**config.mk**
```make
export PLATFORM = sky130hd
export DESIGN_NAME = sat_convex_polygon_overlap_core
export DESIGN_NICKNAME = d
export VERILOG_FILES = /design/src/hw/rtl/scpo_pkg.sv /design/src/hw/rtl/scpo_ram.sv /design/src/hw/rtl/scpo_mac.sv /design/src/hw/rtl/sat_convex_polygon_overlap_core.sv
export SDC_FILE = /design/constraint.sdc
export NUM_CORES = 2
export LEC_CHECK = 0
export BUFFER_PORTS_ARGS = -buffer_cell sky130_fd_sc_hd__buf_2
export CORE_ASPECT_RATIO = 0.5
export CORE_MARGIN = 1.5
export CORE_UTILIZATION = 49
export DETAILED_ROUTE_END_ITERATION = 10
export GPL_ROUTABILITY_DRIVEN = 0
export GPL_TIMING_DRIVEN = 0
export PLACE_DENSITY = 0.77
export SLEW_MARGIN = 20
export SYNTH_ARGS = -nofsm -noshare
export SYNTH_HDL_FRONTEND = slang
export SYNTH_SLANG_ARGS = --single-unit
```
**constraint.sdc**
```tcl
create_clock -name i_clk -period 9.01 [get_ports i_clk]
set_input_delay 1.3515 -clock i_clk [delete_from_list [all_inputs] [get_ports i_clk]]
set_output_delay 1.3515 -clock i_clk [all_outputs]
set_load 0.02 [all_outputs]
```
**src/hw/rtl/scpo_pkg.sv**
```systemverilog
// ----------------------------------------------------------------------------
// scpo_pkg
// Shared types and constants of the convex polygon overlap core.
// ----------------------------------------------------------------------------
`timescale 1ns / 1ps

package scpo_pkg;

    localparam int DEF_MAX_VERTICES = 16;
    localparam int DEF_COORD_BITS   = 16;

    localparam int VERTEX_W   = 16;
    localparam int IN_DATA_W  = 2 * VERTEX_W;
    localparam int AXIS_OUT_W = 5;
    localparam int STATUS_W   = 2;
    localparam int OUT_DATA_W = 8;

    typedef enum logic [STATUS_W-1:0] {
        STATUS_OK       = 2'd0,
        STATUS_OVERFLOW = 2'd1,
        STATUS_EMPTY    = 2'd2
    } t_status;

    typedef struct packed {
        logic load_axis;
        logic mul_x;
        logic mul_y;
        logic cmp;
        logic cmp_first;
        logic save_a;
    } t_mac_ctrl;

endpackage

```
**src/hw/rtl/scpo_ram.sv**
```systemverilog
// ----------------------------------------------------------------------------
// scpo_ram
// Generic single write port, single read port RAM with registered read data.
// ----------------------------------------------------------------------------
`timescale 1ns / 1ps

module scpo_ram #(
    parameter int WIDTH = 32,
    parameter int DEPTH = 16
) (
    input  logic                     i_clk,
    input  logic                     i_we,
    input  logic [$clog2(DEPTH)-1:0] i_waddr,
    input  logic [WIDTH-1:0]         i_wdata,
    input  logic                     i_re,
    input  logic [$clog2(DEPTH)-1:0] i_raddr,
    output logic [WIDTH-1:0]         o_rdata
);

    logic [WIDTH-1:0] r_mem [DEPTH];
    logic [WIDTH-1:0] r_rdata;

    always_ff @(posedge i_clk) begin
        if (i_we) begin
            r_mem[i_waddr] <= i_wdata;
        end
        if (i_re) begin
            r_rdata <= r_mem[i_raddr];
        end
    end

    assign o_rdata = r_rdata;

endmodule

```
**src/hw/rtl/scpo_mac.sv**
```systemverilog
// ----------------------------------------------------------------------------
// scpo_mac
// Shared multiply-accumulate unit with axis setup and projection min/max.
// ----------------------------------------------------------------------------
`timescale 1ns / 1ps

module scpo_mac #(
    parameter int COORD_BITS = scpo_pkg::DEF_COORD_BITS
) (
    input  logic                             i_clk,
    input  scpo_pkg::t_mac_ctrl              i_ctrl,
    input  logic [scpo_pkg::IN_DATA_W-1:0]   i_vi,
    input  logic [scpo_pkg::IN_DATA_W-1:0]   i_vrd,
    output logic                             o_separates
);

    import scpo_pkg::*;

    localparam int CW  = (COORD_BITS < VERTEX_W) ? COORD_BITS : VERTEX_W;
    localparam int AXW = CW + 1;
    localparam int PW  = 2 * CW + 1;
    localparam int ACW = 2 * CW + 2;

    logic signed [CW-1:0]  w_xi;
    logic signed [CW-1:0]  w_yi;
    logic signed [CW-1:0]  w_x;
    logic signed [CW-1:0]  w_y;
    logic signed [CW-1:0]  w_op_a;
    logic signed [AXW-1:0] w_op_b;
    logic signed [PW-1:0]  w_prod;

    logic signed [AXW-1:0] r_ax;
    logic signed [AXW-1:0] r_ay;
    logic signed [ACW-1:0] r_acc;
    logic signed [ACW-1:0] r_pmin;
    logic signed [ACW-1:0] r_pmax;
    logic signed [ACW-1:0] r_amin;
    logic signed [ACW-1:0] r_amax;

    assign w_xi = i_vi[CW-1:0];
    assign w_yi = i_vi[VERTEX_W+CW-1:VERTEX_W];
    assign w_x  = i_vrd[CW-1:0];
    assign w_y  = i_vrd[VERTEX_W+CW-1:VERTEX_W];

    assign w_op_a = i_ctrl.mul_y ? w_y : w_x;
    assign w_op_b = i_ctrl.mul_y ? r_ay : r_ax;
    assign w_prod = PW'(w_op_a) * PW'(w_op_b);

    always_ff @(posedge i_clk) begin
        if (i_ctrl.load_axis) begin
            r_ax <= AXW'(w_y) - AXW'(w_yi);
            r_ay <= AXW'(w_xi) - AXW'(w_x);
        end
        if (i_ctrl.mul_x) begin
            r_acc <= ACW'(w_prod);
        end else if (i_ctrl.mul_y) begin
            r_acc <= r_acc + ACW'(w_prod);
        end
        if (i_ctrl.cmp) begin
            if (i_ctrl.cmp_first || r_acc < r_pmin) begin
                r_pmin <= r_acc;
            end
            if (i_ctrl.cmp_first || r_acc > r_pmax) begin
                r_pmax <= r_acc;
            end
        end
        if (i_ctrl.save_a) begin
            r_amin <= r_pmin;
            r_amax <= r_pmax;
        end
    end

    assign o_separates = (r_pmin > r_amax) || (r_pmax < r_amin);

endmodule

```
**src/hw/rtl/sat_convex_polygon_overlap_core.sv**
```systemverilog
// ----------------------------------------------------------------------------
// sat_convex_polygon_overlap_core
// Separating-axis overlap test of two convex polygons in Q12.4 coordinates.
// ----------------------------------------------------------------------------
// Vertices enter on the s_axis channel, one per transfer: tdata holds x in
// bits 15:0 and y in bits 31:16, tuser selects polygon B, and tlast marks the
// final vertex and starts the test. Loading takes one vertex per cycle.
// The transfer with tlast yields exactly one result on the m_axis channel:
// collide in bit 0, the first separating axis in bits 5:1, status in 7:6.
// Overflow and empty polygons answer in the cycle after tlast. Otherwise
// the test walks every edge of A and then of B through one shared multiplier,
// two products per vertex projection, and stops early on a separating axis.
// s_axis_tready stays low from tlast until the result transfer is done;
// a stalled receiver simply holds the result. Reset clears the vertex counts
// and the overflow flag; the vertex memories need no clearing.
// ----------------------------------------------------------------------------
`timescale 1ns / 1ps

module sat_convex_polygon_overlap_core #(
    parameter int MAX_VERTICES = scpo_pkg::DEF_MAX_VERTICES,
    parameter int COORD_BITS   = scpo_pkg::DEF_COORD_BITS
) (
    input  logic                            i_clk,
    input  logic                            i_rst_n,
    input  logic                            s_axis_tvalid,
    output logic                            s_axis_tready,
    // vertex_x [15:0], vertex_y [31:16]
    input  logic [scpo_pkg::IN_DATA_W-1:0]  s_axis_tdata,
    // second_polygon [0]
    input  logic                            s_axis_tuser,
    input  logic                            s_axis_tlast,
    output logic                            m_axis_tvalid,
    input  logic                            m_axis_tready,
    // collide [0], separating_axis [5:1], status [7:6]
    output logic [scpo_pkg::OUT_DATA_W-1:0] m_axis_tdata
);

    import scpo_pkg::*;

    localparam int AW    = $clog2(MAX_VERTICES);
    localparam int CNW   = $clog2(MAX_VERTICES + 1);
    localparam int AXL   = $clog2(2 * MAX_VERTICES);
    localparam int AXIDW = (AXL > AXIS_OUT_W) ? AXL : AXIS_OUT_W;

    typedef enum logic [3:0] {
        S_IDLE,
        S_EDGE_I,
        S_EDGE_J,
        S_AXIS,
        S_MX,
        S_MY,
        S_CMP,
        S_NEXTPOLY,
        S_CHECK,
        S_OUT
    } t_state;

    t_state                r_state;
    logic [CNW-1:0]        r_count_a;
    logic [CNW-1:0]        r_count_b;
    logic                  r_ovf;
    logic                  r_edge_b;
    logic                  r_proj_b;
    logic [AW-1:0]         r_ei;
    logic [AW-1:0]         r_p;
    logic [AXIDW-1:0]      r_axis;
    logic                  r_rsel;
    logic [IN_DATA_W-1:0]  r_vi;
    logic                  r_collide;
    logic [AXIS_OUT_W-1:0] r_axis_out;
    t_status               r_status;

    logic                  w_fire;
    logic                  w_wr_a;
    logic                  w_wr_b;
    logic [CNW-1:0]        n_count_a;
    logic [CNW-1:0]        n_count_b;
    logic                  n_ovf;
    logic [CNW-1:0]        w_n_edge;
    logic [CNW-1:0]        w_n_proj;
    logic                  w_ei_more;
    logic                  w_p_more;
    logic [AW-1:0]         w_ei_next;
    logic [AW-1:0]         w_p_next;
    logic [AW-1:0]         w_j;
    logic                  w_re;
    logic                  w_re_b;
    logic [AW-1:0]         w_raddr;
    logic [IN_DATA_W-1:0]  w_rdata_a;
    logic [IN_DATA_W-1:0]  w_rdata_b;
    logic [IN_DATA_W-1:0]  w_rdata;
    t_mac_ctrl             w_ctrl;
    logic                  w_separates;

    assign s_axis_tready = (r_state == S_IDLE);
    assign m_axis_tvalid = (r_state == S_OUT);
    assign m_axis_tdata  = {r_status, r_axis_out, r_collide};

    assign w_fire    = s_axis_tvalid && s_axis_tready;
    assign w_wr_a    = w_fire && !s_axis_tuser && (r_count_a < CNW'(MAX_VERTICES));
    assign w_wr_b    = w_fire && s_axis_tuser && (r_count_b < CNW'(MAX_VERTICES));
    assign n_count_a = r_count_a + CNW'(w_wr_a);
    assign n_count_b = r_count_b + CNW'(w_wr_b);
    assign n_ovf     = r_ovf || (w_fire && !w_wr_a && !w_wr_b);

    assign w_n_edge  = r_edge_b ? r_count_b : r_count_a;
    assign w_n_proj  = r_proj_b ? r_count_b : r_count_a;
    assign w_ei_more = (CNW'(r_ei) + CNW'(1)) < w_n_edge;
    assign w_p_more  = (CNW'(r_p) + CNW'(1)) < w_n_proj;
    assign w_ei_next = r_ei + AW'(1);
    assign w_p_next  = r_p + AW'(1);
    assign w_j       = w_ei_more ? w_ei_next : '0;

    always_comb begin
        w_re    = 1'b0;
        w_re_b  = 1'b0;
        w_raddr = '0;
        w_ctrl  = '0;
        unique case (r_state)
            S_EDGE_I: begin
                w_re    = 1'b1;
                w_re_b  = r_edge_b;
                w_raddr = r_ei;
            end
            S_EDGE_J: begin
                w_re    = 1'b1;
                w_re_b  = r_edge_b;
                w_raddr = w_j;
            end
            S_AXIS: begin
                w_re             = 1'b1;
                w_ctrl.load_axis = 1'b1;
            end
            S_MX: begin
                w_ctrl.mul_x = 1'b1;
            end
            S_MY: begin
                w_ctrl.mul_y = 1'b1;
                w_re         = w_p_more;
                w_re_b       = r_proj_b;
                w_raddr      = w_p_next;
            end
            S_CMP: begin
                w_ctrl.cmp       = 1'b1;
                w_ctrl.cmp_first = (r_p == '0);
            end
            S_NEXTPOLY: begin
                w_re          = 1'b1;
                w_re_b        = 1'b1;
                w_ctrl.save_a = 1'b1;
            end
            default: begin
            end
        endcase
    end

    assign w_rdata = r_rsel ? w_rdata_b : w_rdata_a;

    scpo_ram #(
        .WIDTH (IN_DATA_W),
        .DEPTH (MAX_VERTICES)
    ) u_ram_a (
        .i_clk   (i_clk),
        .i_we    (w_wr_a),
        .i_waddr (r_count_a[AW-1:0]),
        .i_wdata (s_axis_tdata),
        .i_re    (w_re && !w_re_b),
        .i_raddr (w_raddr),
        .o_rdata (w_rdata_a)
    );

    scpo_ram #(
        .WIDTH (IN_DATA_W),
        .DEPTH (MAX_VERTICES)
    ) u_ram_b (
        .i_clk   (i_clk),
        .i_we    (w_wr_b),
        .i_waddr (r_count_b[AW-1:0]),
        .i_wdata (s_axis_tdata),
        .i_re    (w_re && w_re_b),
        .i_raddr (w_raddr),
        .o_rdata (w_rdata_b)
    );

    scpo_mac #(
        .COORD_BITS (COORD_BITS)
    ) u_mac (
        .i_clk       (i_clk),
        .i_ctrl      (w_ctrl),
        .i_vi        (r_vi),
        .i_vrd       (w_rdata),
        .o_separates (w_separates)
    );

    always_ff @(posedge i_clk) begin
        if (!i_rst_n) begin
            r_state   <= S_IDLE;
            r_count_a <= '0;
            r_count_b <= '0;
            r_ovf     <= 1'b0;
        end else begin
            if (w_re) begin
                r_rsel <= w_re_b;
            end
            unique case (r_state)
                S_IDLE: begin
                    if (w_fire) begin
                        r_count_a <= n_count_a;
                        r_count_b <= n_count_b;
                        r_ovf     <= n_ovf;
                        if (s_axis_tlast) begin
                            r_collide  <= 1'b0;
                            r_axis_out <= '0;
                            r_edge_b   <= 1'b0;
                            r_ei       <= '0;
                            r_axis     <= '0;
                            if (n_ovf) begin
                                r_status <= STATUS_OVERFLOW;
                                r_state  <= S_OUT;
                            end else if (n_count_a == '0 || n_count_b == '0) begin
                                r_status <= STATUS_EMPTY;
                                r_state  <= S_OUT;
                            end else begin
                                r_status <= STATUS_OK;
                                r_state  <= S_EDGE_I;
                            end
                        end
                    end
                end
                S_EDGE_I: begin
                    r_state <= S_EDGE_J;
                end
                S_EDGE_J: begin
                    r_vi    <= w_rdata;
                    r_state <= S_AXIS;
                end
                S_AXIS: begin
                    r_proj_b <= 1'b0;
                    r_p      <= '0;
                    r_state  <= S_MX;
                end
                S_MX: begin
                    r_state <= S_MY;
                end
                S_MY: begin
                    r_state <= S_CMP;
                end
                S_CMP: begin
                    if (w_p_more) begin
                        r_p     <= w_p_next;
                        r_state <= S_MX;
                    end else if (!r_proj_b) begin
                        r_state <= S_NEXTPOLY;
                    end else begin
                        r_state <= S_CHECK;
                    end
                end
                S_NEXTPOLY: begin
                    r_proj_b <= 1'b1;
                    r_p      <= '0;
                    r_state  <= S_MX;
                end
                S_CHECK: begin
                    if (w_separates) begin
                        r_collide  <= 1'b0;
                        r_axis_out <= r_axis[AXIS_OUT_W-1:0];
                        r_state    <= S_OUT;
                    end else if (w_ei_more) begin
                        r_ei    <= w_ei_next;
                        r_axis  <= r_axis + AXIDW'(1);
                        r_state <= S_EDGE_I;
                    end else if (!r_edge_b) begin
                        r_edge_b <= 1'b1;
                        r_ei     <= '0;
                        r_axis   <= r_axis + AXIDW'(1);
                        r_state  <= S_EDGE_I;
                    end else begin
                        r_collide  <= 1'b1;
                        r_axis_out <= '0;
                        r_state    <= S_OUT;
                    end
                end
                S_OUT: begin
                    if (m_axis_tready) begin
                        r_count_a <= '0;
                        r_count_b <= '0;
                        r_ovf     <= 1'b0;
                        r_state   <= S_IDLE;
                    end
                end
                default: begin
                    r_state <= S_IDLE;
                end
            endcase
        end
    end

endmodule

```
==> impl_metrics.tcl <==
set metrics [dict create \
    grt.overflow.total 0 \
    drv_cap 0 \
    period_needed_ns 9.035 \
    post_synth_num_cell_types 69 \
    path_buf_inv 9 \
    cp.required_ns 9.46 \
    fp-row-count 96 \
    synth-edff-count 1348 \
    tns_ns -0.02482 \
    wire_per_inst_um 24.57 \
    arrival_ns 9.49 \
    cp_top_family "adder cells" \
    drt_wl_total_um 182800 \
    start_kind "register" \
    via_per_inst 6.082 \
    clk_pin_slew_ns 0.07 \
    yosysSeqAreaShare 0.5973 \
    slew_headroom 0.2380 \
    ant_nets 0 \
    synth_top_area_cell "edfxtp_1" \
    die_x_um 530.9 \
    violations "setup timing" \
    clkLatencyLatePin_ns 0.78 \
    ys_ff_latch 1363 \
    first_pass_iters 7 \
    clock_skew_ns 0.09369 \
    status "complete, but fails checks" \
    nFillCells 10240 \
    cpPeakStageDelay_ns 0.55 \
    cts_hold_buf 0 \
    clock-sinks 1363 \
    die_y_um 267.0 \
    drv_slew 0 \
    syn_nets 5788 \
    cp_common_cell "fa_1" \
    path_max_fanout 8 \
    area_growth_syn_to_layout_pct 14.25 \
    period_share 1.003 \
    vias 45240 \
    worst_setup_path_end_kind "register" \
    crit_type "register to register" \
    netlist.area_leader.share 0.5929 \
    synth_area_leaders "edfxtp_1, fa_1, ha_1" \
    dieArea_um2 141700 \
    clock.fmax_mhz 110.7 \
    nets 6095 \
    cts_made_buffers 115 \
    cp_slowest_cell "fa_1" \
    syn_avg_cell_area_um2 13.20 \
    worstMarginPinSlew_ns 1.143 \
    synth_cells 5171 \
    port_buffers 47 \
    grt_pass1_wl_um 270200 \
    cts-root-buf "clkbuf_16" \
    antenna_found_initial 5 \
    worst_slack_ns -0.02482 \
    holdCritPathClass "register to register" \
    clock_path_buffers 3 \
    drc_errors 0 \
    rsz0062_at_grt "true" \
    core_um2 137700 \
    grt_use_total 0.2548 \
    initial_core_util 0.4960 \
    async_flop_share 0 \
    synth_warnings 0 \
    grt_pass1_vias 45340 \
    ys.flop_type "edfxtp_1" \
    dpl.hpwl_um 126500 \
    drive_above_1_share 0.1384 \
    cts_tree "built" \
    setup_viol 1 \
    timing_hold_violations_final 0 \
    h-tree-depth 3 \
    ios 48 \
    first_iter_violations 6352 \
    grt_start_max_net_pins 57 \
    syn_area_um2 68280 \
    fin_worst_hold_slack_ns 0.4862 \
]
logic make-up (layout without fill, tap and decap cells):
logic type / after synthesis / after routing / synth area share
other: 0 / 4 / 0
xor gates and xnor gates: 100 / 100 / 0.01283
muxes: 194 / 194 / 0.05214
AOI/OAI and AO/OA: 565 / 565 / 0.05705
and+or+nand+nor: 1640 / 1640 / 0.1031
DFF: 1363 / 1363 / 0.5973
adders and majority gates: 579 / 579 / 0.1368
buffers and inverters: 730 / 1131 / 0.04087
metrics by stage:
stage,std cells,util,cell area [µm²],worst slack [ns]
after floorplan,5171,-,68290,0.01730
after global placement,7080,0.5148,70860,-1.984
after detailed placement,7153,0.5255,72330,-2.007
after CTS,7402,0.5605,77160,-0.002449
after global routing,7434,0.5666,77990,-0.2442
final,7438,0.5667,78000,-0.02482
final timing paths:
kind | slack (ns) | endpoint | cells after the start | from
setup / recovery | -0.02 | u_mac.r_acc[32] | 37 | r_rsel
hold / removal | 0.49 | u_mac.r_amin[10] | 0 | u_mac.r_pmin[10]
setup reg to reg | -0.02 | u_mac.r_acc[32] | 37 | r_rsel
hold reg to reg | 0.49 | u_mac.r_amin[10] | 0 | u_mac.r_pmin[10]
Yosys cell counts, drive strengths merged (32+ instances only):
| cell type | count |
|---|---|
| inv | 532 |
| a21oi | 133 |
| nand4 | 34 |
| nor3 | 44 |
| a32oi | 127 |
| ha | 300 |
| mux4 | 127 |
| clkbuf | 140 |
| o21ai | 100 |
| xnor2 | 65 |
| buf | 58 |
| nand3 | 303 |
| mux2i | 44 |
| nand2b | 32 |
| a21o | 80 |
| nor2b | 36 |
| nand2 | 842 |
| fa | 279 |
| edfxtp | 1348 |
| nor2 | 284 |
| xor2 | 35 |
routing by layer:
layer / vias up / track usage / wire, µm
li1: 19140 / - / -
met1: 22360 / 0.3241 / 65780
met2: 3131 / 0.4086 / 85540
met3: 606 / 0.06811 / 22560
met4: 4 / 0.1186 / 8869
met5: - / 0 / 22
cell type report:
type	count	area (µm²)	area share
multi-input cells	3078	26090	0.3344
diodes	4	10.01	0.0001283
inverters	532	2006	0.02571
flip-flops and latches	1363	40790	0.5229
well taps	1862	2330	0.02987
clock buffers	147	2998	0.03843
repair buffers	198	2057	0.02637
plain buffers	190	989.7	0.01269
clock inverters	64	739.5	0.009480
flip-flops by register name, indices dropped and copies added (netlist names), 34 cells and up:
name / flops
u_mac.r_amax: 34
u_mac.r_pmin: 34
u_mac.r_pmax: 34
u_mac.r_amin: 34
u_mac.r_acc: 34
u_ram_a.r_mem: 512
u_ram_b.r_mem: 512
timing repair:
item | in CTS | in global routing
pin swaps | 16 | 64
setup buffers | 43 | 35
resized for setup | 185 | 138
endpoints found under the setup margin | 19 | 13
endpoints found under the hold margin | 0 | 0
layout by cell type, fill, tap and decap left out, drive strengths merged, types with 80 or more instances in the layout:
master  synthesis  routed
a21o           80      80
a21oi         133     133
a32oi         127     127
buf            58     266
clkbuf        140     269
edfxtp       1348    1348
fa            279     279
ha            300     300
inv           532     536
mux4          127     127
nand2         842     842
nand3         303     303
nor2          284     284
o21ai         100     100
Power is left out: the tool's default activity adds up to more than one toggle a clock period on the data nets, which glitch-free logic cannot reach.
